**src/rtl/core/ihsv_pkg.sv**
```systemverilog
package ihsv_pkg;

    typedef logic [7:0]  byte_t;
    typedef logic [63:0] word_t;
    typedef logic [2:0]  status_t;

    // Status codes reported with the last byte of a block.
    localparam status_t ST_OK        = 3'd0;
    localparam status_t ST_SHORT     = 3'd1;
    localparam status_t ST_MAGIC     = 3'd2;
    localparam status_t ST_SIZE      = 3'd3;
    localparam status_t ST_CAPTION   = 3'd4;
    localparam status_t ST_TAGS      = 3'd5;
    localparam status_t ST_TRUNCATED = 3'd6;

    typedef struct packed {
        byte_t data_byte;
        logic  final_byte;
    } item_t;

    typedef struct packed {
        byte_t   pixel_byte;
        logic    pixel_valid;
        logic    block_done;
        status_t status;
        word_t   image_width;
        word_t   image_height;
    } result_t;

endpackage

```
**src/rtl/core/ihsv_if.sv**
```systemverilog
interface ihsv_byte_if;
    import ihsv_pkg::*;

    logic  valid;
    logic  ready;
    byte_t data_byte;
    logic  final_byte;

    modport source (output valid, output data_byte, output final_byte, input ready);
    modport sink (input valid, input data_byte, input final_byte, output ready);
    modport monitor (input valid, input data_byte, input final_byte, input ready);
endinterface

interface ihsv_result_if;
    import ihsv_pkg::*;

    logic    valid;
    logic    ready;
    byte_t   pixel_byte;
    logic    pixel_valid;
    logic    block_done;
    status_t status;
    word_t   image_width;
    word_t   image_height;

    modport source (output valid, output pixel_byte, output pixel_valid, output block_done,
                    output status, output image_width, output image_height, input ready);
    modport sink (input valid, input pixel_byte, input pixel_valid, input block_done,
                  input status, input image_width, input image_height, output ready);
    modport monitor (input valid, input pixel_byte, input pixel_valid, input block_done,
                     input status, input image_width, input image_height, input ready);
endinterface

```
**src/rtl/core/ihsv_parse.sv**
```systemverilog
module ihsv_parse (
    input  logic             clk,
    input  logic             rst_n,
    input  logic             take,
    input  ihsv_pkg::item_t  item,
    output logic             res_valid,
    output ihsv_pkg::result_t res
);
    import ihsv_pkg::*;

    localparam logic [2:0] PH_MAGIC   = 3'd0;
    localparam logic [2:0] PH_WORDS   = 3'd1;
    localparam logic [2:0] PH_CAPTION = 3'd2;
    localparam logic [2:0] PH_TAGS    = 3'd3;
    localparam logic [2:0] PH_PIXELS  = 3'd4;
    localparam logic [2:0] PH_DONE    = 3'd5;
    localparam logic [2:0] PH_ERROR   = 3'd6;
    // First caption byte, with the size comparison still to be made.
    localparam logic [2:0] PH_CHECK   = 3'd7;

    localparam byte_t MAGIC_BYTES [4] = '{8'h43, 8'h49, 8'h46, 8'h46};
    localparam byte_t NEWLINE         = 8'h0A;
    localparam byte_t TERMINATOR      = 8'h00;
    localparam word_t FIXED_HDR_LEN   = 64'd36;
    localparam logic [5:0] LAST_WORD_OFFSET = 6'd35;
    localparam logic [5:0] WORDS_START      = 6'd4;

    localparam logic [1:0] SEL_HDR_LEN = 2'd0;
    localparam logic [1:0] SEL_CONTENT = 2'd1;
    localparam logic [1:0] SEL_WIDTH   = 2'd2;

    logic [2:0] phase_reg, phase_next;
    word_t      offset_reg, offset_next;
    word_t      hdr_len_reg, hdr_len_next;
    word_t      content_reg, content_next;
    word_t      width_reg, width_next;
    word_t      height_reg, height_next;
    word_t      w3_reg, w3_next;        // 3 * width, modulo 2^64
    word_t      prod_reg, prod_next;    // 3 * width * height, modulo 2^64
    word_t      remain_reg, remain_next;
    status_t    err_reg, err_next;

    byte_t       b;
    logic        fin;
    logic        pix;
    logic [5:0]  rel;
    logic [5:0]  shamt;
    logic [1:0]  sel;
    word_t       ins;
    logic [9:0]  b3;
    logic [71:0] part_full;
    word_t       offset_inc;
    logic        caption_bad;
    logic        tags_end;
    status_t     st;

    assign b   = item.data_byte;
    assign fin = item.final_byte;

    always_comb
    begin
        phase_next   = phase_reg;
        hdr_len_next = hdr_len_reg;
        content_next = content_reg;
        width_next   = width_reg;
        height_next  = height_reg;
        w3_next      = w3_reg;
        prod_next    = prod_reg;
        remain_next  = remain_reg;
        err_next     = err_reg;
        pix          = 1'b0;
        st           = ST_OK;

        rel        = offset_reg[5:0] - WORDS_START;
        shamt      = {rel[2:0], 3'b000};
        sel        = rel[4:3];
        ins        = {56'd0, b} << shamt;
        b3         = {2'b00, b} + {1'b0, b, 1'b0};
        part_full  = {8'd0, w3_reg} * {64'd0, b};
        offset_inc = offset_reg + 64'd1;

        caption_bad = (hdr_len_reg < 64'd2) || (offset_reg > (hdr_len_reg - 64'd2));
        tags_end    = offset_inc >= hdr_len_reg;

        case (phase_reg)
            PH_MAGIC:
            begin
                if (b != MAGIC_BYTES[offset_reg[1:0]])
                begin
                    phase_next = PH_ERROR;
                    err_next   = ST_MAGIC;
                end
                else if (offset_reg[1:0] == 2'd3)
                begin
                    phase_next = PH_WORDS;
                end
            end
            PH_WORDS:
            begin
                case (sel)
                    SEL_HDR_LEN: hdr_len_next = hdr_len_reg | ins;
                    SEL_CONTENT: content_next = content_reg | ins;
                    SEL_WIDTH:
                    begin
                        width_next = width_reg | ins;
                        w3_next    = w3_reg + ({54'd0, b3} << shamt);
                    end
                    default:
                    begin
                        height_next = height_reg | ins;
                        prod_next   = prod_reg + (part_full[63:0] << shamt);
                    end
                endcase
                if (offset_reg[5:0] == LAST_WORD_OFFSET)
                begin
                    phase_next = PH_CHECK;
                end
            end
            PH_CHECK:
            begin
                if (content_reg != prod_reg)
                begin
                    phase_next = PH_ERROR;
                    err_next   = ST_SIZE;
                end
                else if (caption_bad)
                begin
                    phase_next = PH_ERROR;
                    err_next   = ST_CAPTION;
                end
                else if (b == NEWLINE)
                begin
                    phase_next = PH_TAGS;
                end
                else
                begin
                    phase_next = PH_CAPTION;
                end
            end
            PH_CAPTION:
            begin
                if (caption_bad)
                begin
                    phase_next = PH_ERROR;
                    err_next   = ST_CAPTION;
                end
                else if (b == NEWLINE)
                begin
                    phase_next = PH_TAGS;
                end
            end
            PH_TAGS:
            begin
                if (tags_end)
                begin
                    if (b != TERMINATOR)
                    begin
                        phase_next = PH_ERROR;
                        err_next   = ST_TAGS;
                    end
                    else
                    begin
                        phase_next  = (content_reg == 64'd0) ? PH_DONE : PH_PIXELS;
                        remain_next = content_reg;
                    end
                end
            end
            PH_PIXELS:
            begin
                pix         = 1'b1;
                remain_next = remain_reg - 64'd1;
                if (remain_reg == 64'd1)
                begin
                    phase_next = PH_DONE;
                end
            end
            default:
            begin
            end
        endcase

        offset_next = (offset_reg == '1) ? offset_reg : offset_inc;

        if (offset_reg < FIXED_HDR_LEN)
        begin
            st = ST_SHORT;
        end
        else if (phase_next == PH_ERROR)
        begin
            st = err_next;
        end
        else if (phase_next != PH_DONE)
        begin
            st = ST_TRUNCATED;
        end

        res_valid        = take && (pix || fin);
        res.pixel_byte   = pix ? b : 8'd0;
        res.pixel_valid  = pix;
        res.block_done   = fin;
        res.status       = fin ? st : ST_OK;
        res.image_width  = fin ? width_next : 64'd0;
        res.image_height = fin ? height_next : 64'd0;

        // The final byte of a block returns everything to the reset state.
        if (fin)
        begin
            phase_next   = PH_MAGIC;
            offset_next  = 64'd0;
            hdr_len_next = 64'd0;
            content_next = 64'd0;
            width_next   = 64'd0;
            height_next  = 64'd0;
            w3_next      = 64'd0;
            prod_next    = 64'd0;
            remain_next  = 64'd0;
            err_next     = ST_OK;
        end
    end

    always_ff @(posedge clk or negedge rst_n)
    begin
        if (!rst_n)
        begin
            phase_reg   <= PH_MAGIC;
            offset_reg  <= 64'd0;
            hdr_len_reg <= 64'd0;
            content_reg <= 64'd0;
            width_reg   <= 64'd0;
            height_reg  <= 64'd0;
            w3_reg      <= 64'd0;
            prod_reg    <= 64'd0;
            remain_reg  <= 64'd0;
            err_reg     <= ST_OK;
        end
        else if (take)
        begin
            phase_reg   <= phase_next;
            offset_reg  <= offset_next;
            hdr_len_reg <= hdr_len_next;
            content_reg <= content_next;
            width_reg   <= width_next;
            height_reg  <= height_next;
            w3_reg      <= w3_next;
            prod_reg    <= prod_next;
            remain_reg  <= remain_next;
            err_reg     <= err_next;
        end
    end

endmodule

```
**src/rtl/core/ihsv_outbuf.sv**
```systemverilog
module ihsv_outbuf (
    input  logic                 clk,
    input  logic                 rst_n,
    input  logic                 res_valid,
    input  ihsv_pkg::result_t    res,
    output logic                 space,
    ihsv_result_if.source        result_ch
);
    import ihsv_pkg::*;

    logic    out_valid_reg, out_valid_next;
    logic    skid_valid_reg, skid_valid_next;
    result_t out_reg, out_next;
    result_t skid_reg, skid_next;
    logic    fire;

    assign fire  = out_valid_reg && result_ch.ready;
    assign space = !skid_valid_reg;

    always_comb
    begin
        out_valid_next  = out_valid_reg;
        skid_valid_next = skid_valid_reg;
        out_next        = out_reg;
        skid_next       = skid_reg;

        if (skid_valid_reg)
        begin
            if (fire)
            begin
                out_next        = skid_reg;
                skid_valid_next = 1'b0;
            end
        end
        else if (out_valid_reg && !fire)
        begin
            // Output is stalled: park a new result in the skid stage.
            if (res_valid)
            begin
                skid_next       = res;
                skid_valid_next = 1'b1;
            end
        end
        else
        begin
            out_valid_next = res_valid;
            if (res_valid)
            begin
                out_next = res;
            end
        end
    end

    always_ff @(posedge clk or negedge rst_n)
    begin
        if (!rst_n)
        begin
            out_valid_reg  <= 1'b0;
            skid_valid_reg <= 1'b0;
        end
        else
        begin
            out_valid_reg  <= out_valid_next;
            skid_valid_reg <= skid_valid_next;
        end
    end

    always_ff @(posedge clk)
    begin
        out_reg  <= out_next;
        skid_reg <= skid_next;
    end

    assign result_ch.valid        = out_valid_reg;
    assign result_ch.pixel_byte   = out_reg.pixel_byte;
    assign result_ch.pixel_valid  = out_reg.pixel_valid;
    assign result_ch.block_done   = out_reg.block_done;
    assign result_ch.status       = out_reg.status;
    assign result_ch.image_width  = out_reg.image_width;
    assign result_ch.image_height = out_reg.image_height;

endmodule

```
**src/rtl/core/image_header_stream_validator.sv**
```systemverilog
// Channel     Role    Payload
// byte_ch     sink    data_byte[7:0], final_byte
// result_ch   source  pixel_byte[7:0], pixel_valid, block_done, status[2:0],
//                     image_width[63:0], image_height[63:0]
//
// A byte is taken every cycle while byte_ch is ready; its result, if any, is
// registered in the output register, or the skid register on a stall. Header
// state updates in the same cycle the byte is taken, so one update step sets
// the rate. A two-entry output buffer keeps byte_ch ready while one result
// waits; ready drops only when both are full. Reset clears all header state.
module image_header_stream_validator (
    input  logic          clk,
    input  logic          rst_n,
    ihsv_byte_if.sink     byte_ch,
    ihsv_result_if.source result_ch
);
    import ihsv_pkg::*;

    logic    take;
    logic    space;
    logic    res_valid;
    item_t   item;
    result_t res;

    assign byte_ch.ready   = space;
    assign take            = byte_ch.valid && space;
    assign item.data_byte  = byte_ch.data_byte;
    assign item.final_byte = byte_ch.final_byte;

    ihsv_parse u_parse (
        .clk       (clk),
        .rst_n     (rst_n),
        .take      (take),
        .item      (item),
        .res_valid (res_valid),
        .res       (res)
    );

    ihsv_outbuf u_outbuf (
        .clk       (clk),
        .rst_n     (rst_n),
        .res_valid (res_valid),
        .res       (res),
        .space     (space),
        .result_ch (result_ch)
    );

endmodule

```
**src/flat_wrapper.sv**
```systemverilog
// flat-port wrapper written by rule: the top's interface ports become plain ports
module image_header_stream_validator_flat import ihsv_pkg::*;
  (clk, rst_n, byte_ch_valid, byte_ch_data_byte, byte_ch_final_byte, byte_ch_ready, result_ch_valid, result_ch_pixel_byte, result_ch_pixel_valid, result_ch_block_done, result_ch_status, result_ch_image_width, result_ch_image_height, result_ch_ready);
  ihsv_byte_if byte_ch_i ();
  ihsv_result_if result_ch_i ();
  input  logic clk;
  input  logic rst_n;
  input wire logic [$bits(byte_ch_i.valid)-1:0] byte_ch_valid;
  input wire logic [$bits(byte_ch_i.data_byte)-1:0] byte_ch_data_byte;
  input wire logic [$bits(byte_ch_i.final_byte)-1:0] byte_ch_final_byte;
  output wire logic [$bits(byte_ch_i.ready)-1:0] byte_ch_ready;
  output wire logic [$bits(result_ch_i.valid)-1:0] result_ch_valid;
  output wire logic [$bits(result_ch_i.pixel_byte)-1:0] result_ch_pixel_byte;
  output wire logic [$bits(result_ch_i.pixel_valid)-1:0] result_ch_pixel_valid;
  output wire logic [$bits(result_ch_i.block_done)-1:0] result_ch_block_done;
  output wire logic [$bits(result_ch_i.status)-1:0] result_ch_status;
  output wire logic [$bits(result_ch_i.image_width)-1:0] result_ch_image_width;
  output wire logic [$bits(result_ch_i.image_height)-1:0] result_ch_image_height;
  input wire logic [$bits(result_ch_i.ready)-1:0] result_ch_ready;
  assign byte_ch_i.valid = byte_ch_valid;
  assign byte_ch_i.data_byte = byte_ch_data_byte;
  assign byte_ch_i.final_byte = byte_ch_final_byte;
  assign byte_ch_ready = byte_ch_i.ready;
  assign result_ch_valid = result_ch_i.valid;
  assign result_ch_pixel_byte = result_ch_i.pixel_byte;
  assign result_ch_pixel_valid = result_ch_i.pixel_valid;
  assign result_ch_block_done = result_ch_i.block_done;
  assign result_ch_status = result_ch_i.status;
  assign result_ch_image_width = result_ch_i.image_width;
  assign result_ch_image_height = result_ch_i.image_height;
  assign result_ch_i.ready = result_ch_ready;
  image_header_stream_validator u_core (.clk(clk), .rst_n(rst_n), .byte_ch(byte_ch_i), .result_ch(result_ch_i));
endmodule
```
**config.mk**
```make
export PLATFORM = sky130hd
export DESIGN_NAME = image_header_stream_validator_flat
export DESIGN_NICKNAME = d
export VERILOG_FILES = /design/src/rtl/core/ihsv_pkg.sv /design/src/rtl/core/ihsv_if.sv /design/src/rtl/core/ihsv_parse.sv /design/src/rtl/core/ihsv_outbuf.sv /design/src/rtl/core/image_header_stream_validator.sv /design/src/flat_wrapper.sv
export SDC_FILE = /design/constraint.sdc
export NUM_CORES = 2
export LEC_CHECK = 0
export CAP_MARGIN = 25
export CORE_MARGIN = 3
export CORE_UTILIZATION = 54
export DETAILED_ROUTE_END_ITERATION = 16
export DONT_BUFFER_PORTS = 1
export PLACE_DENSITY = 0.7
export SYNTH_ARGS = -nofsm -noshare
export SYNTH_HDL_FRONTEND = slang
export SYNTH_HIERARCHICAL = 1
export SYNTH_SLANG_ARGS = --single-unit
```
**constraint.sdc**
```tcl
create_clock -name clk -period 39.8 [get_ports clk]
set_clock_uncertainty 0.2 [all_clocks]
set_input_delay 0 -clock clk [delete_from_list [all_inputs] [get_ports clk]]
set_output_delay 0 -clock clk [all_outputs]
set_load 0.05 [all_outputs]
```
Word level (Yosys, flattened, before mapping)
Cells that the tools add are included.
{"block": "totals", "output_inout_bits": 143, "elab_cells": 161, "register_bits": 802}
{"block": "classes", "multipliers": 1, "eq_ne": 22, "reduce_logical": 28, "n_shift": 3, "n_mux": 64, "n_bitwise": 7, "n_addsub": 7, "n_lt_le_gt_ge": 5}
{"cell": "$mux W64", "count": 25}
{"cell": "$mux W141", "count": 4}
{"cell": "$or A64 B64 Y64", "count": 4}
{"cell": "$add A64 B64 Y64", "count": 2}
{"cell": "$pmux W64 S2", "count": 1}
{"cell": "$add A64 B1 Y64 const B", "count": 1}
{"cell": "$eq A64 B1 Y1 const B", "count": 1}
{"cell": "$eq A64 B64 Y1 const B", "count": 1}
{"cell": "$ge A64 B64 Y1", "count": 1}
{"cell": "$gt A64 B64 Y1", "count": 1}
{"cell": "$logic_not A64 Y1", "count": 1}
{"cell": "$lt A64 B2 Y1 const B", "count": 1}
{"cell": "$lt A64 B6 Y1 const B", "count": 1}
{"cell": "$mul A64 B8 Y64", "count": 1}
{"cell": "$ne A64 B64 Y1", "count": 1}
{"cell": "$shl A10 B6 Y64", "count": 1}
{"cell": "$shl A64 B6 Y64", "count": 1}
{"cell": "$shl A8 B6 Y64", "count": 1}
{"cell": "$sub A64 B1 Y64 const B", "count": 1}
{"cell": "$sub A64 B2 Y64 const B", "count": 1}
{"cell": "$mux W3", "count": 20}
{"cell": "$mux W8", "count": 3}
{"cell": "$pmux W3 S6", "count": 1}
{"cell": "$reduce_and A3 Y1", "count": 6}
{"cell": "other kinds (31)", "count": 56}

Depth between registers and ports, before layout
{"block": "depth", "ltp_word": 15, "ltp_mapped": 40, "depth_no_buf": 36}

By module
Netlist, hierarchy kept.
{"mod": "ihsv_parse", "cells_per_inst": 6362, "area_per_inst_um2": 52663.0, "seq_area_each_um2": 12962.4, "instances": 1}
{"mod": "ihsv_outbuf", "cells_per_inst": 450, "area_per_inst_um2": 10336.2, "seq_area_each_um2": 8518.2, "instances": 1}
{"mod": "image_header_stream_validator", "cells_per_inst": 1, "area_per_inst_um2": 6.3, "seq_area_each_um2": 0.0, "instances": 1}

Least setup slack after synthesis
No wires, ideal clock.
{"block": "synth_timing", "path_kind": "reg2reg", "startpoint": "register u_core.u_outbuf.skid_valid_reg", "endpoint": "register u_core/u_outbuf/skid_reg[0] (netlist name), enable pin", "n_path_buf": 4, "setup_ns": 0.994, "period_less_slack_ns": 16.488, "stages_incl_launch_ff": 9, "path_slack_ns": 23.312, "arrival_time_ns": 15.295, "path_cell_list": "dfrtp_1 -> buf_6 -> buf_6 -> inv_2 -> and2_1 -> clkbuf_1 -> clkbuf_1 -> nor2b_1 -> nor4bb_1"}
{"block": "synth_via", "elab_chain_cells": 4}
{"item": "from (decl)", "line": "ihsv_outbuf.sv:12", "text": "logic skid_valid_reg, skid_valid_next;"}
{"item": "from (signal assigned)", "line": "ihsv_outbuf.sv:64", "text": "skid_valid_reg <= skid_valid_next;"}
{"item": "$logic_not A1 Y1", "line": "ihsv_outbuf.sv:18", "text": "assign space = !skid_valid_reg;"}
{"item": "via byte_ch_ready", "line": "flat_wrapper.sv:11", "text": "output wire logic [$bits(byte_ch_i.ready)-1:0] byte_ch_ready;"}
{"item": "$logic_and A1 B1 Y1", "line": "image_header_stream_validator.sv:26", "text": "assign take = byte_ch.valid && space;"}
{"item": "via u_core.take", "line": "image_header_stream_validator.sv:19", "text": "logic take;"}
{"item": "$logic_and A1 B1 Y1", "line": "ihsv_parse.sv:197", "text": "res_valid = take && (pix || fin);"}
{"item": "via u_core.res_valid", "line": "image_header_stream_validator.sv:21", "text": "logic res_valid;"}
{"item": "$reduce_and A3 Y1 (no line)"}
{"item": "to (signal assigned)", "line": "ihsv_outbuf.sv:71", "text": "skid_reg <= skid_next;"}
{"item": "to (decl)", "line": "ihsv_outbuf.sv:14", "text": "result_t skid_reg, skid_next;"}
The timed path passes the listed nets, and every way through them passes these cells.
A chain may end at the register's enable or synchronous reset.

Final worst setup path
{"block": "layout_timing", "startpoint": "register u_core.u_parse.w3_reg[7]", "endpoint": "register u_core.u_parse.prod_reg[63]"}
{"block": "layout_via", "elab_chain_cells": 6}
{"item": "from (decl)", "line": "ihsv_parse.sv:38", "text": "word_t w3_reg, w3_next;"}
{"item": "from (signal assigned)", "line": "ihsv_parse.sv:244", "text": "w3_reg <= w3_next;"}
{"item": "$mul A64 B8 Y64", "line": "ihsv_parse.sv:79", "text": "part_full = {8'd0, w3_reg} * {64'd0, b};"}
{"item": "$shl A64 B6 Y64", "line": "ihsv_parse.sv:111", "text": "prod_next = prod_reg + (part_full[63:0] << shamt);"}
{"item": "$add A64 B64 Y64", "line": "ihsv_parse.sv:111"}
{"item": "$mux W64", "line": "ihsv_parse.sv:100", "text": "case (sel)"}
{"item": "$mux W64", "line": "ihsv_parse.sv:85", "text": "case (phase_reg)"}
{"item": "$mux W64", "line": "ihsv_parse.sv:206", "text": "if (fin)"}
{"item": "to (signal assigned)", "line": "ihsv_parse.sv:245", "text": "prod_reg <= prod_next;"}
{"item": "to (decl)", "line": "ihsv_parse.sv:39", "text": "word_t prod_reg, prod_next;"}
Every way passes these cells. The select of a mux whose other input is x is not followed.

==> out/metrics.cfg <==
[run_status]
status=finished, final reports clean

[power]
p_per_area_nw_per_um2=49.5
power_frac_comb_pct=33.5
pwr-share-clk_pct=25.9
p_leak_nw=31.2
swShare_pct=43.8
p_sw_mw=1.47
power.internal_mw=1.88
pwr-share-seq_pct=40.6
peakVddDrop_v=0.0000509
total_power_mw=3.35

[logic_synthesis]
ys.flop_type=dfrtp_1
synth.distinct_cells=93
netlist_instances=6813
ys_ff_latch=802
netlist_area_um2=63000
synth.avg_cell_area_um2=9.25
async_reset_ff_share_pct=64.8
syn-num-nets=7531
ys_warn_count=6
yosysSeqAreaShare_pct=34.1
synth_edf_count=282

[drt]
drt_wl_total_mm=202
postRouteAntennaNets=0
drt-wirelength-per-cell_um=24.6
post-route-drc-count=0
drtIter0Drc=5653
detail_route.first_pass.iterations=8
viasPerCell=6.29
vias=51800

[setup_path]
r2r-start=u_core/u_parse/w3_reg[7]$_DFFE_PN0P_
critPathMaxFanout=10
crit_path_end_kind=register
rr_worst_depth=33
arrival_ps=10440
max_stage_delay_ps=550
r2r_slack_ps=29740
reg2reg_to=u_core/u_parse/prod_reg[63]$_DFFE_PN0P_
startpoint_type=register
criticalPathCategory=reg2reg
cp_slowest_cell=fa_1
crit_required_ps=40180

[clock_network]
cts_buffer_depth=3
clkSinkCount=802
h-tree-depth=3
root_buffer=clkbuf_16
cts.clk_slew.worst_paths_ps=60
post_cts_resized=0
cts_tree=yes
numCtsBuffers=88
insertion_delay_ps=700

[finish]
layout-drive-gt1-share_pct=6.92
final_area_um2=67700
stdcell_count=8236
syn2layout_area_growth_pct=7.43
fin_nets=7368
largest_reg_flops=141
fillers=9981
finish.utilization_pct=58.8

[timing]
rsz0062_at_grt=no
finalSetupTns_ps=0
drv_slew=0
fmax_mhz=99.4
tightest_slew_ps=1110
whs_ps=48.7
finalHoldViolCount=0
post-route-min-period_ps=10060
relSlewSlack_pct=25.6
setup_ws_ps=29740
fin_crit_sh_pct=25.3
setup_viol=0

[floorplanning]
coreArea_um2=115000
rows=124
io_pins=156
dieArea_um2=121000
die_h_um=348
initial_core_util_pct=54.7
die_x_um=348

[min_path]
worst_hold_path_type=in2reg
hold_end=u_core/u_parse/hdr_len_reg[2]$_DFFE_PN0P_
hold_path_depth=5
hold_path_startpoint=byte_ch_final_byte

[flow_run]
drv_cap=0

[grt]
grtUsageTotal_pct=33.2
grt_max_degree=521
grt_pass1_wl_mm=311
grt.overflow.total=0
antenna_found_initial=2
grt_pass1_vias=50600

[place]
placed_area_um2=64200
portBuffers=0
gp_routability_congestion=0.991
dp.cells=8047
place_hpwl_mm=145
place_ws_ps=29950

## cell usage in the layout, fill, tap and decap left out, types with 21 or more instances in the layout
cell type,n
and3_1,60
fa_1,351
a22o_1,176
o22ai_1,34
a31oi_1,36
nor3_1,72
mux2_2,157
nand2b_1,30
o211ai_1,23
and2_1,353
buf_4,87
a211oi_1,26
ha_1,354
o31ai_1,32
edfxtp_1,282
dfrtp_1,517
xor2_1,167
nand3_1,68
nand2_1,615
inv_1,484
or3_1,21
o21a_1,29
a21oi_1,597
mux2i_1,33
o21ai_0,396
clkbuf_16,91
nor2_1,551
xnor2_1,209
a21o_1,172
o21bai_1,42
nor4_1,87
nor2b_1,158
nand4_1,100
## cell usage after synthesis (89+ instances only)
master / count / share of area, %
inv_1: 485 / 2.9
nand4_1: 100 / 0.99
ha_1: 354 / 7.0
nor2b_1: 160 / 1.6
fa_1: 351 / 11
nand2_1: 616 / 3.7
mux2_2: 157 / 2.8
o21ai_0: 396 / 3.1
a21o_1: 172 / 2.0
xnor2_1: 209 / 2.9
dfrtp_1: 520 / 21
xor2_1: 167 / 2.3
a21oi_1: 598 / 4.8
and2_1: 354 / 3.5
nor4_1: 89 / 0.88
edfxtp_1: 282 / 13
nor2_1: 555 / 3.3
a22o_1: 176 / 2.4
clkbuf_1: 289 / 1.7
## worst max-delay path: cells and delay by family, from the launching register on
family          cells  cell delay [ps]
mux                 1              290
simple gates        5             1030
buf+inv             2              100
flops               1              500
xor+xnor            2              300
compound gates     17             4610
fa+ha+maj           6             2910
## power by group through the flow
| stage | sequential, mW | combinational, mW | clock, mW |
|---|---|---|---|
| after floorplan | 1.31 | 0.793 | 0 |
| after global placement | 1.37 | 1.05 | 0 |
| after detailed placement | 1.37 | 1.07 | 0 |
| after CTS | 1.36 | 1.10 | 0.881 |
| after global routing | 1.37 | 1.22 | 0.916 |
| final | 1.36 | 1.12 | 0.869 |
## kinds of logic after synthesis
| family | synth area share (%) |
|---|---|
| AO/OA/AOI/OAI | 16.7 |
| multiplexers | 3.37 |
| XOR/XNOR | 5.23 |
| AND/OR/NAND/NOR | 17.1 |
| adder cells (fa/ha/maj) | 18.2 |
| buffers and inverters | 5.32 |
| flip-flops | 34.1 |
## layer usage
metal	GRT usage, %	up-vias	wire, um
met4	15.0	4	10400
met3	7.06	491	17500
met2	52.5	2328	92700
met5	0.510	-	95
li1	-	23200	-
met1	43.9	25700	81600
## cell type report
type | instances | area (um^2) | share of cell area, %
Multi-Input combinational cell | 5156 | 38300 | 56.6
Sequential cell | 802 | 21500 | 31.7
Clock buffer | 127 | 2570 | 3.80
Tap cell | 1512 | 1890 | 2.80
Inverter | 488 | 1830 | 2.71
Timing Repair Buffer | 114 | 1050 | 1.55
Clock inverter | 35 | 522 | 0.771
Antenna cell | 2 | 5.00 | 0.00739
## repair_timing
action	in CTS	in global routing
hold buffers	18	1
setup buffers	0	0
endpoints found under the setup margin	0	0
hold endpoints to repair	1417	113
## how the worst max path moves through the flow
stage                     slack, ps                                 endpoint                                      from
final                         29740  u_core/u_parse/prod_reg[63]$_DFFE_PN0P_      u_core/u_parse/w3_reg[7]$_DFFE_PN0P_
after global routing          29130  u_core/u_parse/prod_reg[63]$_DFFE_PN0P_      u_core/u_parse/w3_reg[7]$_DFFE_PN0P_
after CTS                     29920  u_core/u_parse/prod_reg[63]$_DFFE_PN0P_      u_core/u_parse/w3_reg[7]$_DFFE_PN0P_
after detailed placement      29950  u_core/u_parse/prod_reg[63]$_DFFE_PN0P_      u_core/u_parse/w3_reg[7]$_DFFE_PN0P_
after global placement        30040  u_core/u_parse/prod_reg[63]$_DFFE_PN0P_      u_core/u_parse/w3_reg[7]$_DFFE_PN0P_
after floorplan               23310    u_core/u_outbuf/skid_reg[0]$_DFFE_PP_  u_core/u_outbuf/skid_valid_reg$_DFF_PN0_
(Power assumes the default switching activity.)
